`src/sv/bsfe_pkg.sv`:
```
// Shared types and constants for the bit stuffing frame encoder.
// No dependencies; imported by every module of the block.
package bsfe_pkg;

    localparam int CMD_BITS = 11;

    localparam logic [1:0] KIND_START = 2'd0;
    localparam logic [1:0] KIND_DATA  = 2'd1;
    localparam logic [1:0] KIND_END   = 2'd2;

    localparam logic [7:0] FLAG_BYTE = 8'h7E;
    localparam logic [2:0] STUFF_RUN = 3'd5;

    localparam logic [3:0] LEN_START = 4'd11;
    localparam logic [3:0] LEN_END   = 4'd8;
    localparam logic [3:0] LEN_STUFF = 4'd2;
    localparam logic [3:0] LEN_DATA  = 4'd1;

    // One classified item: bits left aligned, sent MSB first, len of them.
    typedef struct packed {
        logic [CMD_BITS-1:0] bits;
        logic [3:0]          len;
    } cmd_t;

    typedef struct packed {
        logic full;
        logic empty;
    } q_stat_t;

endpackage

```
`src/sv/bsfe_front.sv`:
```
// Front end: accepts input transactions, tracks the run of payload 1s and
// turns each item into a serial command. Depends on bsfe_pkg.
module bsfe_front import bsfe_pkg::*; (
    input  logic       aclk,
    input  logic       aresetn,
    input  logic       s_valid,
    output logic       s_ready,
    input  logic [1:0] s_kind,
    input  logic       s_data_bit,
    input  logic [2:0] s_dest_address,
    input  q_stat_t    q_stat,
    output logic       push,
    output cmd_t       push_cmd
);

    logic [2:0] ones_run_reg;
    logic [2:0] ones_run_next;
    logic       cmd_valid;
    logic       accept;

    assign s_ready = !q_stat.full;
    assign accept  = s_valid && s_ready;
    assign push    = accept && cmd_valid;

    always_comb begin
        cmd_valid     = 1'b1;
        push_cmd.bits = '0;
        push_cmd.len  = LEN_DATA;
        ones_run_next = ones_run_reg;
        case (s_kind)
            KIND_START: begin
                push_cmd.bits = {FLAG_BYTE, s_dest_address};
                push_cmd.len  = LEN_START;
                ones_run_next = '0;
            end
            KIND_DATA: begin
                if (s_data_bit) begin
                    push_cmd.bits = {1'b1, {(CMD_BITS-1){1'b0}}};
                    if (ones_run_reg == STUFF_RUN - 3'd1) begin
                        // fifth 1 in a row: append the stuffed 0
                        push_cmd.len  = LEN_STUFF;
                        ones_run_next = '0;
                    end else begin
                        ones_run_next = ones_run_reg + 3'd1;
                    end
                end else begin
                    ones_run_next = '0;
                end
            end
            KIND_END: begin
                push_cmd.bits = {FLAG_BYTE, 3'b000};
                push_cmd.len  = LEN_END;
                ones_run_next = '0;
            end
            default: begin
                // unused kind: drop, state unchanged
                cmd_valid = 1'b0;
            end
        endcase
    end

    always_ff @(posedge aclk) begin
        if (!aresetn) begin
            ones_run_reg <= '0;
        end else if (accept) begin
            ones_run_reg <= ones_run_next;
        end
    end

    a_run_below_limit: assert property (@(posedge aclk) disable iff (!aresetn)
        ones_run_reg < STUFF_RUN)
        else $error("ones run reached stuffing limit without clearing");

endmodule

```
`src/sv/bsfe_queue.sv`:
```
// Two-entry command queue between front and back end.
// Depends on bsfe_pkg.
module bsfe_queue import bsfe_pkg::*; (
    input  logic    aclk,
    input  logic    aresetn,
    input  logic    push,
    input  cmd_t    push_cmd,
    input  logic    pop,
    output cmd_t    pop_cmd,
    output q_stat_t q_stat
);

    cmd_t       mem [2];
    logic       wr_ptr_reg;
    logic       rd_ptr_reg;
    logic [1:0] count_reg;
    logic       do_pop;

    assign q_stat.full  = (count_reg == 2'd2);
    assign q_stat.empty = (count_reg == 2'd0);
    assign do_pop       = pop && !q_stat.empty;
    assign pop_cmd      = mem[rd_ptr_reg];

    always_ff @(posedge aclk) begin
        if (push) begin
            mem[wr_ptr_reg] <= push_cmd;
        end
    end

    always_ff @(posedge aclk) begin
        if (!aresetn) begin
            wr_ptr_reg <= 1'b0;
            rd_ptr_reg <= 1'b0;
            count_reg  <= '0;
        end else begin
            if (push) begin
                wr_ptr_reg <= !wr_ptr_reg;
            end
            if (do_pop) begin
                rd_ptr_reg <= !rd_ptr_reg;
            end
            count_reg <= count_reg + {1'b0, push} - {1'b0, do_pop};
        end
    end

    a_count_bound: assert property (@(posedge aclk) disable iff (!aresetn)
        count_reg <= 2'd2)
        else $error("queue count out of range");

    a_no_overflow: assert property (@(posedge aclk) disable iff (!aresetn)
        !(push && q_stat.full))
        else $error("push into full queue");

endmodule

```
`src/sv/bsfe_back.sv`:
```
// Back end: shifts queued commands out one line bit per transaction and
// flags the last bit of each. Depends on bsfe_pkg.
module bsfe_back import bsfe_pkg::*; (
    input  logic    aclk,
    input  logic    aresetn,
    input  cmd_t    pop_cmd,
    input  q_stat_t q_stat,
    output logic    pop,
    output logic    m_valid,
    input  logic    m_ready,
    output logic    m_line_bit,
    output logic    m_run_last
);

    logic [CMD_BITS-1:0] bits_reg;
    logic [3:0]          len_reg;
    logic                take;
    logic                load;

    assign m_valid    = (len_reg != 4'd0);
    assign m_line_bit = bits_reg[CMD_BITS-1];
    assign m_run_last = (len_reg == 4'd1);

    assign take = m_valid && m_ready;
    // refill on the cycle the last bit leaves so a queued command has no gap
    assign load = !q_stat.empty && (!m_valid || (take && m_run_last));
    assign pop  = load;

    always_ff @(posedge aclk) begin
        if (load) begin
            bits_reg <= pop_cmd.bits;
        end else if (take) begin
            bits_reg <= {bits_reg[CMD_BITS-2:0], 1'b0};
        end
    end

    always_ff @(posedge aclk) begin
        if (!aresetn) begin
            len_reg <= '0;
        end else if (load) begin
            len_reg <= pop_cmd.len;
        end else if (take) begin
            len_reg <= len_reg - 4'd1;
        end
    end

    a_len_bound: assert property (@(posedge aclk) disable iff (!aresetn)
        len_reg <= LEN_START)
        else $error("bit count exceeds longest command");

    a_load_on_gap_only: assert property (@(posedge aclk) disable iff (!aresetn)
        (m_valid && !m_ready) |-> !pop)
        else $error("command popped while a bit is stalled");

endmodule

```
`src/sv/bit_stuffing_frame_encoder.sv`:
```
// Top level of the bit stuffing frame encoder: front end, command queue,
// back end. Depends on bsfe_pkg, bsfe_front, bsfe_queue, bsfe_back.
//
//  channel | direction | payload                          | handshake
//  s_      | in        | kind, data_bit, dest_address     | s_valid / s_ready
//  m_      | out       | line_bit, run_last               | m_valid / m_ready
//
// An item is classified in the cycle it is accepted; the back end's shift
// register sends one line bit per cycle while m_ready is high: 1 for a data
// item, 2 with a stuffed 0, 8 for an end flag, 11 for a start flag plus
// address. s_ready drops only when the two-entry command queue is full.
// Synchronous active-low reset clears the run count, queue and bit count.
module bit_stuffing_frame_encoder import bsfe_pkg::*; (
    input  logic       aclk,
    input  logic       aresetn,
    input  logic       s_valid,
    output logic       s_ready,
    input  logic [1:0] s_kind,
    input  logic       s_data_bit,
    input  logic [2:0] s_dest_address,
    output logic       m_valid,
    input  logic       m_ready,
    output logic       m_line_bit,
    output logic       m_run_last
);

    q_stat_t q_stat;
    logic    push;
    cmd_t    push_cmd;
    logic    pop;
    cmd_t    pop_cmd;

    bsfe_front u_front (
        .aclk           (aclk),
        .aresetn        (aresetn),
        .s_valid        (s_valid),
        .s_ready        (s_ready),
        .s_kind         (s_kind),
        .s_data_bit     (s_data_bit),
        .s_dest_address (s_dest_address),
        .q_stat         (q_stat),
        .push           (push),
        .push_cmd       (push_cmd)
    );

    bsfe_queue u_queue (
        .aclk     (aclk),
        .aresetn  (aresetn),
        .push     (push),
        .push_cmd (push_cmd),
        .pop      (pop),
        .pop_cmd  (pop_cmd),
        .q_stat   (q_stat)
    );

    bsfe_back u_back (
        .aclk       (aclk),
        .aresetn    (aresetn),
        .pop_cmd    (pop_cmd),
        .q_stat     (q_stat),
        .pop        (pop),
        .m_valid    (m_valid),
        .m_ready    (m_ready),
        .m_line_bit (m_line_bit),
        .m_run_last (m_run_last)
    );

endmodule

```
`config.mk`:
```
export PLATFORM = sky130hd
export DESIGN_NAME = bit_stuffing_frame_encoder
export DESIGN_NICKNAME = d
export VERILOG_FILES = /design/src/sv/bsfe_pkg.sv /design/src/sv/bsfe_front.sv /design/src/sv/bsfe_queue.sv /design/src/sv/bsfe_back.sv /design/src/sv/bit_stuffing_frame_encoder.sv
export SDC_FILE = /design/constraint.sdc
export NUM_CORES = 1
export LEC_CHECK = 0
export ABC_AREA = 1
export BUFFER_PORTS_ARGS = -buffer_cell sky130_fd_sc_hd__buf_2
export CORE_UTILIZATION = 40
export DETAILED_ROUTE_END_ITERATION = 10
export PLACE_DENSITY = 0.68
export SKIP_CTS_REPAIR_TIMING = 1
export SLEW_MARGIN = 5
export SYNTH_ARGS = -nofsm -noshare
export SYNTH_HDL_FRONTEND = slang
export SYNTH_SLANG_ARGS = --single-unit
export TNS_END_PERCENT = 5
```
`constraint.sdc`:
```
create_clock -name aclk -period 2.33 [get_ports aclk]
set_input_delay 0.3495 -clock aclk [delete_from_list [all_inputs] [get_ports aclk]]
set_output_delay 0.3495 -clock aclk [all_outputs]
set_load 0.01 [all_outputs]
```
# ---- Word-level counts from Yosys, hierarchy flattened
# Memories as Yosys holds them, arrays and structs flattened. A register that Yosys moved wholly into a read port is not among the register bits.
# Index checks and enable logic that the tools add are counted.
dict set report totals {
  regBits 22
  ram_bits 30
  wordCells 51
  n_memories 1
}
dict set report classes {
  addsub 4
  n_eq_ne 5
  mux 15
  n_reduce_logical 20
}
# name depth width read_ports rd_clocked_by_memory_dff write_ports line_no
set mem_list {}
lappend mem_list {u_queue.mem 2 15 1 1 1 bsfe_queue.sv:13} ;# cmd_t mem [2];
# operator count
set op_table {}
lappend op_table {{case mux 15 bit (3 select lines)} 1}
lappend op_table {{2-to-1 mux 11 bit} 2}
lappend op_table {{2-to-1 mux 15 bit} 1}
lappend op_table {{2-to-1 mux 4 bit} 2}
lappend op_table {{logical AND 1 bit} 6}
lappend op_table {{2-to-1 mux 3 bit} 2}
lappend op_table {{case mux 3 bit (2 select lines)} 1}
lappend op_table {{logical NOT 1 bit} 5}
lappend op_table {{2-to-1 mux 1 bit} 5}
lappend op_table {{equality test 2 bit, second input constant} 2}
lappend op_table {{equality test 4 x 1 -> 1 bit, second input constant} 1}
lappend op_table {{logical NOT 2 bit} 2}
lappend op_table {{nonzero test 2 bit} 2}
lappend op_table {{nonzero test 4 bit} 1}
lappend op_table {{subtractor 4 x 1 -> 4 bit, second input constant} 1}
lappend op_table {{adder 3 x 1 -> 3 bit, second input constant} 1}
lappend op_table {{equality test 3 bit, second input constant} 1}
lappend op_table {{OR reduction 3 bit} 1}
lappend op_table {{adder 2 x 1 -> 2 bit} 1}
lappend op_table {{equality test 2 x 1 -> 1 bit, second input constant} 1}
lappend op_table {{2-to-1 mux 2 bit} 1}
lappend op_table {{AND reduction 2 bit} 1}
lappend op_table {{OR reduction 2 bit} 1}
lappend op_table {{subtractor 2 x 1 -> 2 bit} 1}
lappend op_table {{logical OR 1 bit} 1}

# ---- Depth between registers and ports, before layout
dict set report depth {
  depth_word 8
  ltp_mapped 13
}

# ---- Hierarchy
# From an unflattened synthesis, not the netlist that was laid out.
dict set report hier_totals {
  cells_unflattened 237
  area_unflattened_um2 2542.4
}
# mod instances cells_per_inst area_each_um2 seq_area_each_um2
set modules_own_cells {}
lappend modules_own_cells {bsfe_queue 1 83 1376.3 1001.0}
lappend modules_own_cells {bsfe_back 1 99 832.0 410.4}
lappend modules_own_cells {bsfe_front 1 55 334.1 60.1}

# ---- Least setup slack after synthesis
# Ideal clock, no wire load.
dict set report synth_timing {
  kind {register -> register}
  startpoint {register u_back.len_reg[0]}
  endpoint {register u_queue.count_reg[1]}
  arrival_ns 1.789
  path_slack_ns 0.421
  path_stages_with_launch 12
  path_cell_list {dfxtp_1 -> inv_1 -> ha_1 -> nand3_4 -> nand2_4 -> buf_8 -> ha_1 -> inv_1 -> ha_1 -> xnor2_1 -> o21ai_0 -> a21oi_1}
}
dict set report synth_between {
  elab_chain_len 7
}
# item line_no
set synth_rtl {}
lappend synth_rtl {{start: declaration} bsfe_back.sv:16} ;# logic [3:0] len_reg;
lappend synth_rtl {{start signal: assignment} bsfe_back.sv:41} ;# len_reg <= pop_cmd.len;
lappend synth_rtl {{start signal: assignment} bsfe_back.sv:43} ;# len_reg <= len_reg - 4'd1;
lappend synth_rtl {{nonzero test 4 bit} bsfe_back.sv:20} ;# assign m_valid = (len_reg != 4'd0);
lappend synth_rtl {{logical AND 1 bit} bsfe_back.sv:24} ;# assign take = m_valid && m_ready;
lappend synth_rtl {{logical AND 1 bit} bsfe_back.sv:26} ;# assign load = !q_stat.empty && (!m_valid || (take && m_run_last));
lappend synth_rtl {{logical OR 1 bit *} bsfe_back.sv:26}
lappend synth_rtl {{logical AND 1 bit *} bsfe_back.sv:26}
lappend synth_rtl {{net pop} bit_stuffing_frame_encoder.sv:30} ;# logic pop;
lappend synth_rtl {{logical AND 1 bit *} bsfe_queue.sv:21} ;# assign do_pop = pop && !q_stat.empty;
lappend synth_rtl {{subtractor 2 x 1 -> 2 bit *} bsfe_queue.sv:42} ;# count_reg <= count_reg + {1'b0, push} - {1'b0, do_pop};
lappend synth_rtl {{end signal: assignment} bsfe_queue.sv:42}
lappend synth_rtl {{end: declaration} bsfe_queue.sv:16} ;# logic [1:0] count_reg;
# The timed path passes the listed nets; every way through them passes the cells marked *.
# A chain may end at the register's enable or synchronous reset.

# ---- Worst setup path in the final report
dict set report layout_timing {
  startpoint {register u_back.len_reg[0]}
  endpoint {register u_queue.count_reg[1]}
}
dict set report layout_between {
  elab_chain_len 7
}
# item line_no
set layout_rtl {}
lappend layout_rtl {{nonzero test 4 bit} bsfe_back.sv:20}
lappend layout_rtl {{logical AND 1 bit} bsfe_back.sv:24}
lappend layout_rtl {{logical AND 1 bit} bsfe_back.sv:26}
lappend layout_rtl {{logical OR 1 bit *} bsfe_back.sv:26}
lappend layout_rtl {{logical AND 1 bit *} bsfe_back.sv:26}
lappend layout_rtl {{logical AND 1 bit *} bsfe_queue.sv:21}
lappend layout_rtl {{subtractor 2 x 1 -> 2 bit *} bsfe_queue.sv:42}
# Mark *: on every way between the ends. The rest lies on a longest branch, timed or not.

==> out/results.tsv <==
metric	value	unit
outcome	finished clean	
fin_crit	2.01	ns
synth-xor-area-share	0.510	%
hold_path_startpoint	aresetn	
h-tree-depth	2	
worst_pin_slew	0.569	ns
ys_warn_count	0	
cts.sinks	37	
post-route-drc-count	0	
final-setup-viol-count	0	
whs	0.355	ns
place_ws	0.341	ns
final_hold_viol_count	0	
synthAdderAreaFrac	4.37	%
hpwl	1.94	mm
worstSetupEndpointType	register	
pin_count	14	
min_period_over_period	86.2	%
die_w	67.5	um
root_buffer	clkbuf_8	
num_rows	23	
final_common_cell	nand2_1	
die_y	67.5	um
synth-seq-cells	37	
peakVddDrop	389	uV
synthCells	185	
syn_to_final_growth	12.6	%
cp_data_required_time	2.56	ns
min_path_cells	3	
drt_iter0_drc	69	
initial_utilization	42.3	%
n_antenna_cell	0	
worstSetupStartpointType	register	
tns	0	ns
timing.max_cap.violations	0	
vias_per_cell	4.58	
synth_top_family_by_area	simple AND/OR/NAND/NOR gates	
rr_worst_depth	10	
synthMuxAreaShare	0	%
grt_start_max_net_pins	20	
synth-simple-area-share	23.5	%
rsz0062_at_grt	false	
syn-cell-area	1720	um2
clockBufferDepth	2	
min_to	u_queue.count_reg[0]	
first_pass_iters	4	
p_leak	0.902	nW
powerDensity	1340	nW/um2
grt_pass1_vias	1095	
cts_buffers	5	
post-route-util	47.7	%
gp_congestion	0.761	
wl_per_cell	10.4	um
fin_worst_skew	0.00652	ns
rrSetupSlack	0.32	ns
final_cell_mix	52 x nand2_1, 29 x inv_1, 25 x edfxtp_1, 17 x nor2_1, 13 x buf_2	
wl	2.65	mm
clk_pin_slew_worst_paths	0.07	ns
cp_max_fo	15	
grt_pass1_wl	4.66	mm
slew_violations	0	
syn-num-nets	201	
yosysUniqueCellTypes	22	
portBuffers	13	
design_area	1930	um2
layout.nets	220	
overflow	0	
hold_class	in2reg	
critical_path_class	reg2reg	
cp.arrival	2.23	ns
seq_area_frac_synth	57.7	%
die_area	4560	um2
clk_latency	0.29	ns
dr_total_vias	1167	
core_area	4060	um2
grt_usage	14.5	%
fin_ws	0.321	ns
synth_compound_area_share	6.05	%
layout-drive-gt1-share	16.6	%
reg2reg_to	u_queue.count_reg[1]	
max_freq	0.498	GHz
reg2reg_from	u_back.len_reg[0]	
placed_area	1830	um2
antenna_found_initial	0	
synth_area_per_cell	9.29	um2
cts_tree	done	
largest_register_ffs	14	
antenna_left	0	
relSlewSlack	61.9	%
-- per-stage QoR --
stage	power (mW)	std cells
2_1_floorplan	1.94	185
3_3_place_gp	2.12	247
3_5_place_dp	2.14	247
4_1_cts	2.63	255
5_1_grt	2.84	255
6_report	2.59	255
-- worst max-delay path by stage --
stage / from / endpoint / slack, ns / cells after the start
detailed placement: u_back.len_reg[0] / u_queue.count_reg[1] / 0.34 / 10
CTS: u_back.len_reg[0] / u_queue.count_reg[1] / 0.32 / 10
finish: u_back.len_reg[0] / u_queue.count_reg[1] / 0.32 / 10
floorplan: u_back.len_reg[0] / u_queue.count_reg[1] / 0.42 / 11
global placement: u_back.len_reg[0] / u_queue.count_reg[1] / 0.43 / 10
global route: u_back.len_reg[0] / u_queue.count_reg[1] / 0.15 / 10
-- kinds of logic (layout without fill, tap and decap cells) --
| group | after synthesis | after routing |
|---|---|---|
| AND/OR/NAND/NOR | 89 | 89 |
| flip-flops | 37 | 37 |
| buffers and inverters | 33 | 53 |
| AO/OA/AOI/OAI | 19 | 19 |
| adder cells (fa/ha/maj) | 6 | 6 |
| XOR/XNOR | 1 | 1 |
-- critical path, stage by stage, from the launching register on --
cell and delay, ns:
dfxtp_1 0.35, inv_1 0.08, ha_1 0.27, nand3_4 0.15
nand2_4 0.13, ha_1 0.30, inv_1 0.04, ha_1 0.21
xnor2_1 0.20, o21ai_0 0.10, a21oi_1 0.11
-- power breakdown --
| part | internal, mW | switching [mW] | leakage (nW) |
|---|---|---|---|
| clock network | 0.267 | 0.212 | 0.0542 |
| logic | 0.350 | 0.669 | 0.511 |
| registers | 0.997 | 0.0992 | 0.337 |
-- cell type report --
| type | count | area, um2 |
|---|---|---|
| clock buffers | 7 | 96.3 |
| clock inverters | 1 | 5.00 |
| fillers | 390 | 2120 |
| inverters | 31 | 116 |
| multi-input cells | 115 | 591 |
| flip-flops and latches | 37 | 991 |
| well taps | 50 | 62.6 |
| repair buffers | 14 | 72.6 |
-- synth_stat cells --
| cell | number | share of area [%] |
|---|---|---|
| nand2_1 | 52 | 11 |
| a22oi_1 | 1 | 0.44 |
| nand3_4 | 1 | 1.0 |
| nor2_1 | 17 | 3.7 |
| nor2_4 | 1 | 0.66 |
| or2_2 | 1 | 0.36 |
| nand2_4 | 3 | 2.0 |
| nand2_2 | 3 | 1.1 |
| a211oi_1 | 1 | 0.44 |
| xnor2_1 | 1 | 0.51 |
| nand3_1 | 10 | 2.9 |
| ha_1 | 6 | 4.4 |
| dfxtp_1 | 12 | 14 |
| inv_2 | 2 | 0.44 |
| buf_8 | 1 | 0.87 |
| buf_2 | 1 | 0.29 |
| a21oi_1 | 6 | 1.7 |
| a31oi_1 | 3 | 1.1 |
| inv_1 | 29 | 6.3 |
| edfxtp_1 | 25 | 44 |
| o21ai_0 | 8 | 2.3 |
| nor2_2 | 1 | 0.36 |
-- routing by layer --
layer | up-vias | part of all wire (%) | GRT usage [%]
met1 | 516 | 47 | 15.7
li1 | 628 | - | -
met4 | 0 | 0.76 | 7.98
met2 | 21 | 49 | 23.6
met5 | - | 0 | 0
met3 | 2 | 3.9 | 6.08
Note: power is estimated with default switching activity, not from simulation.
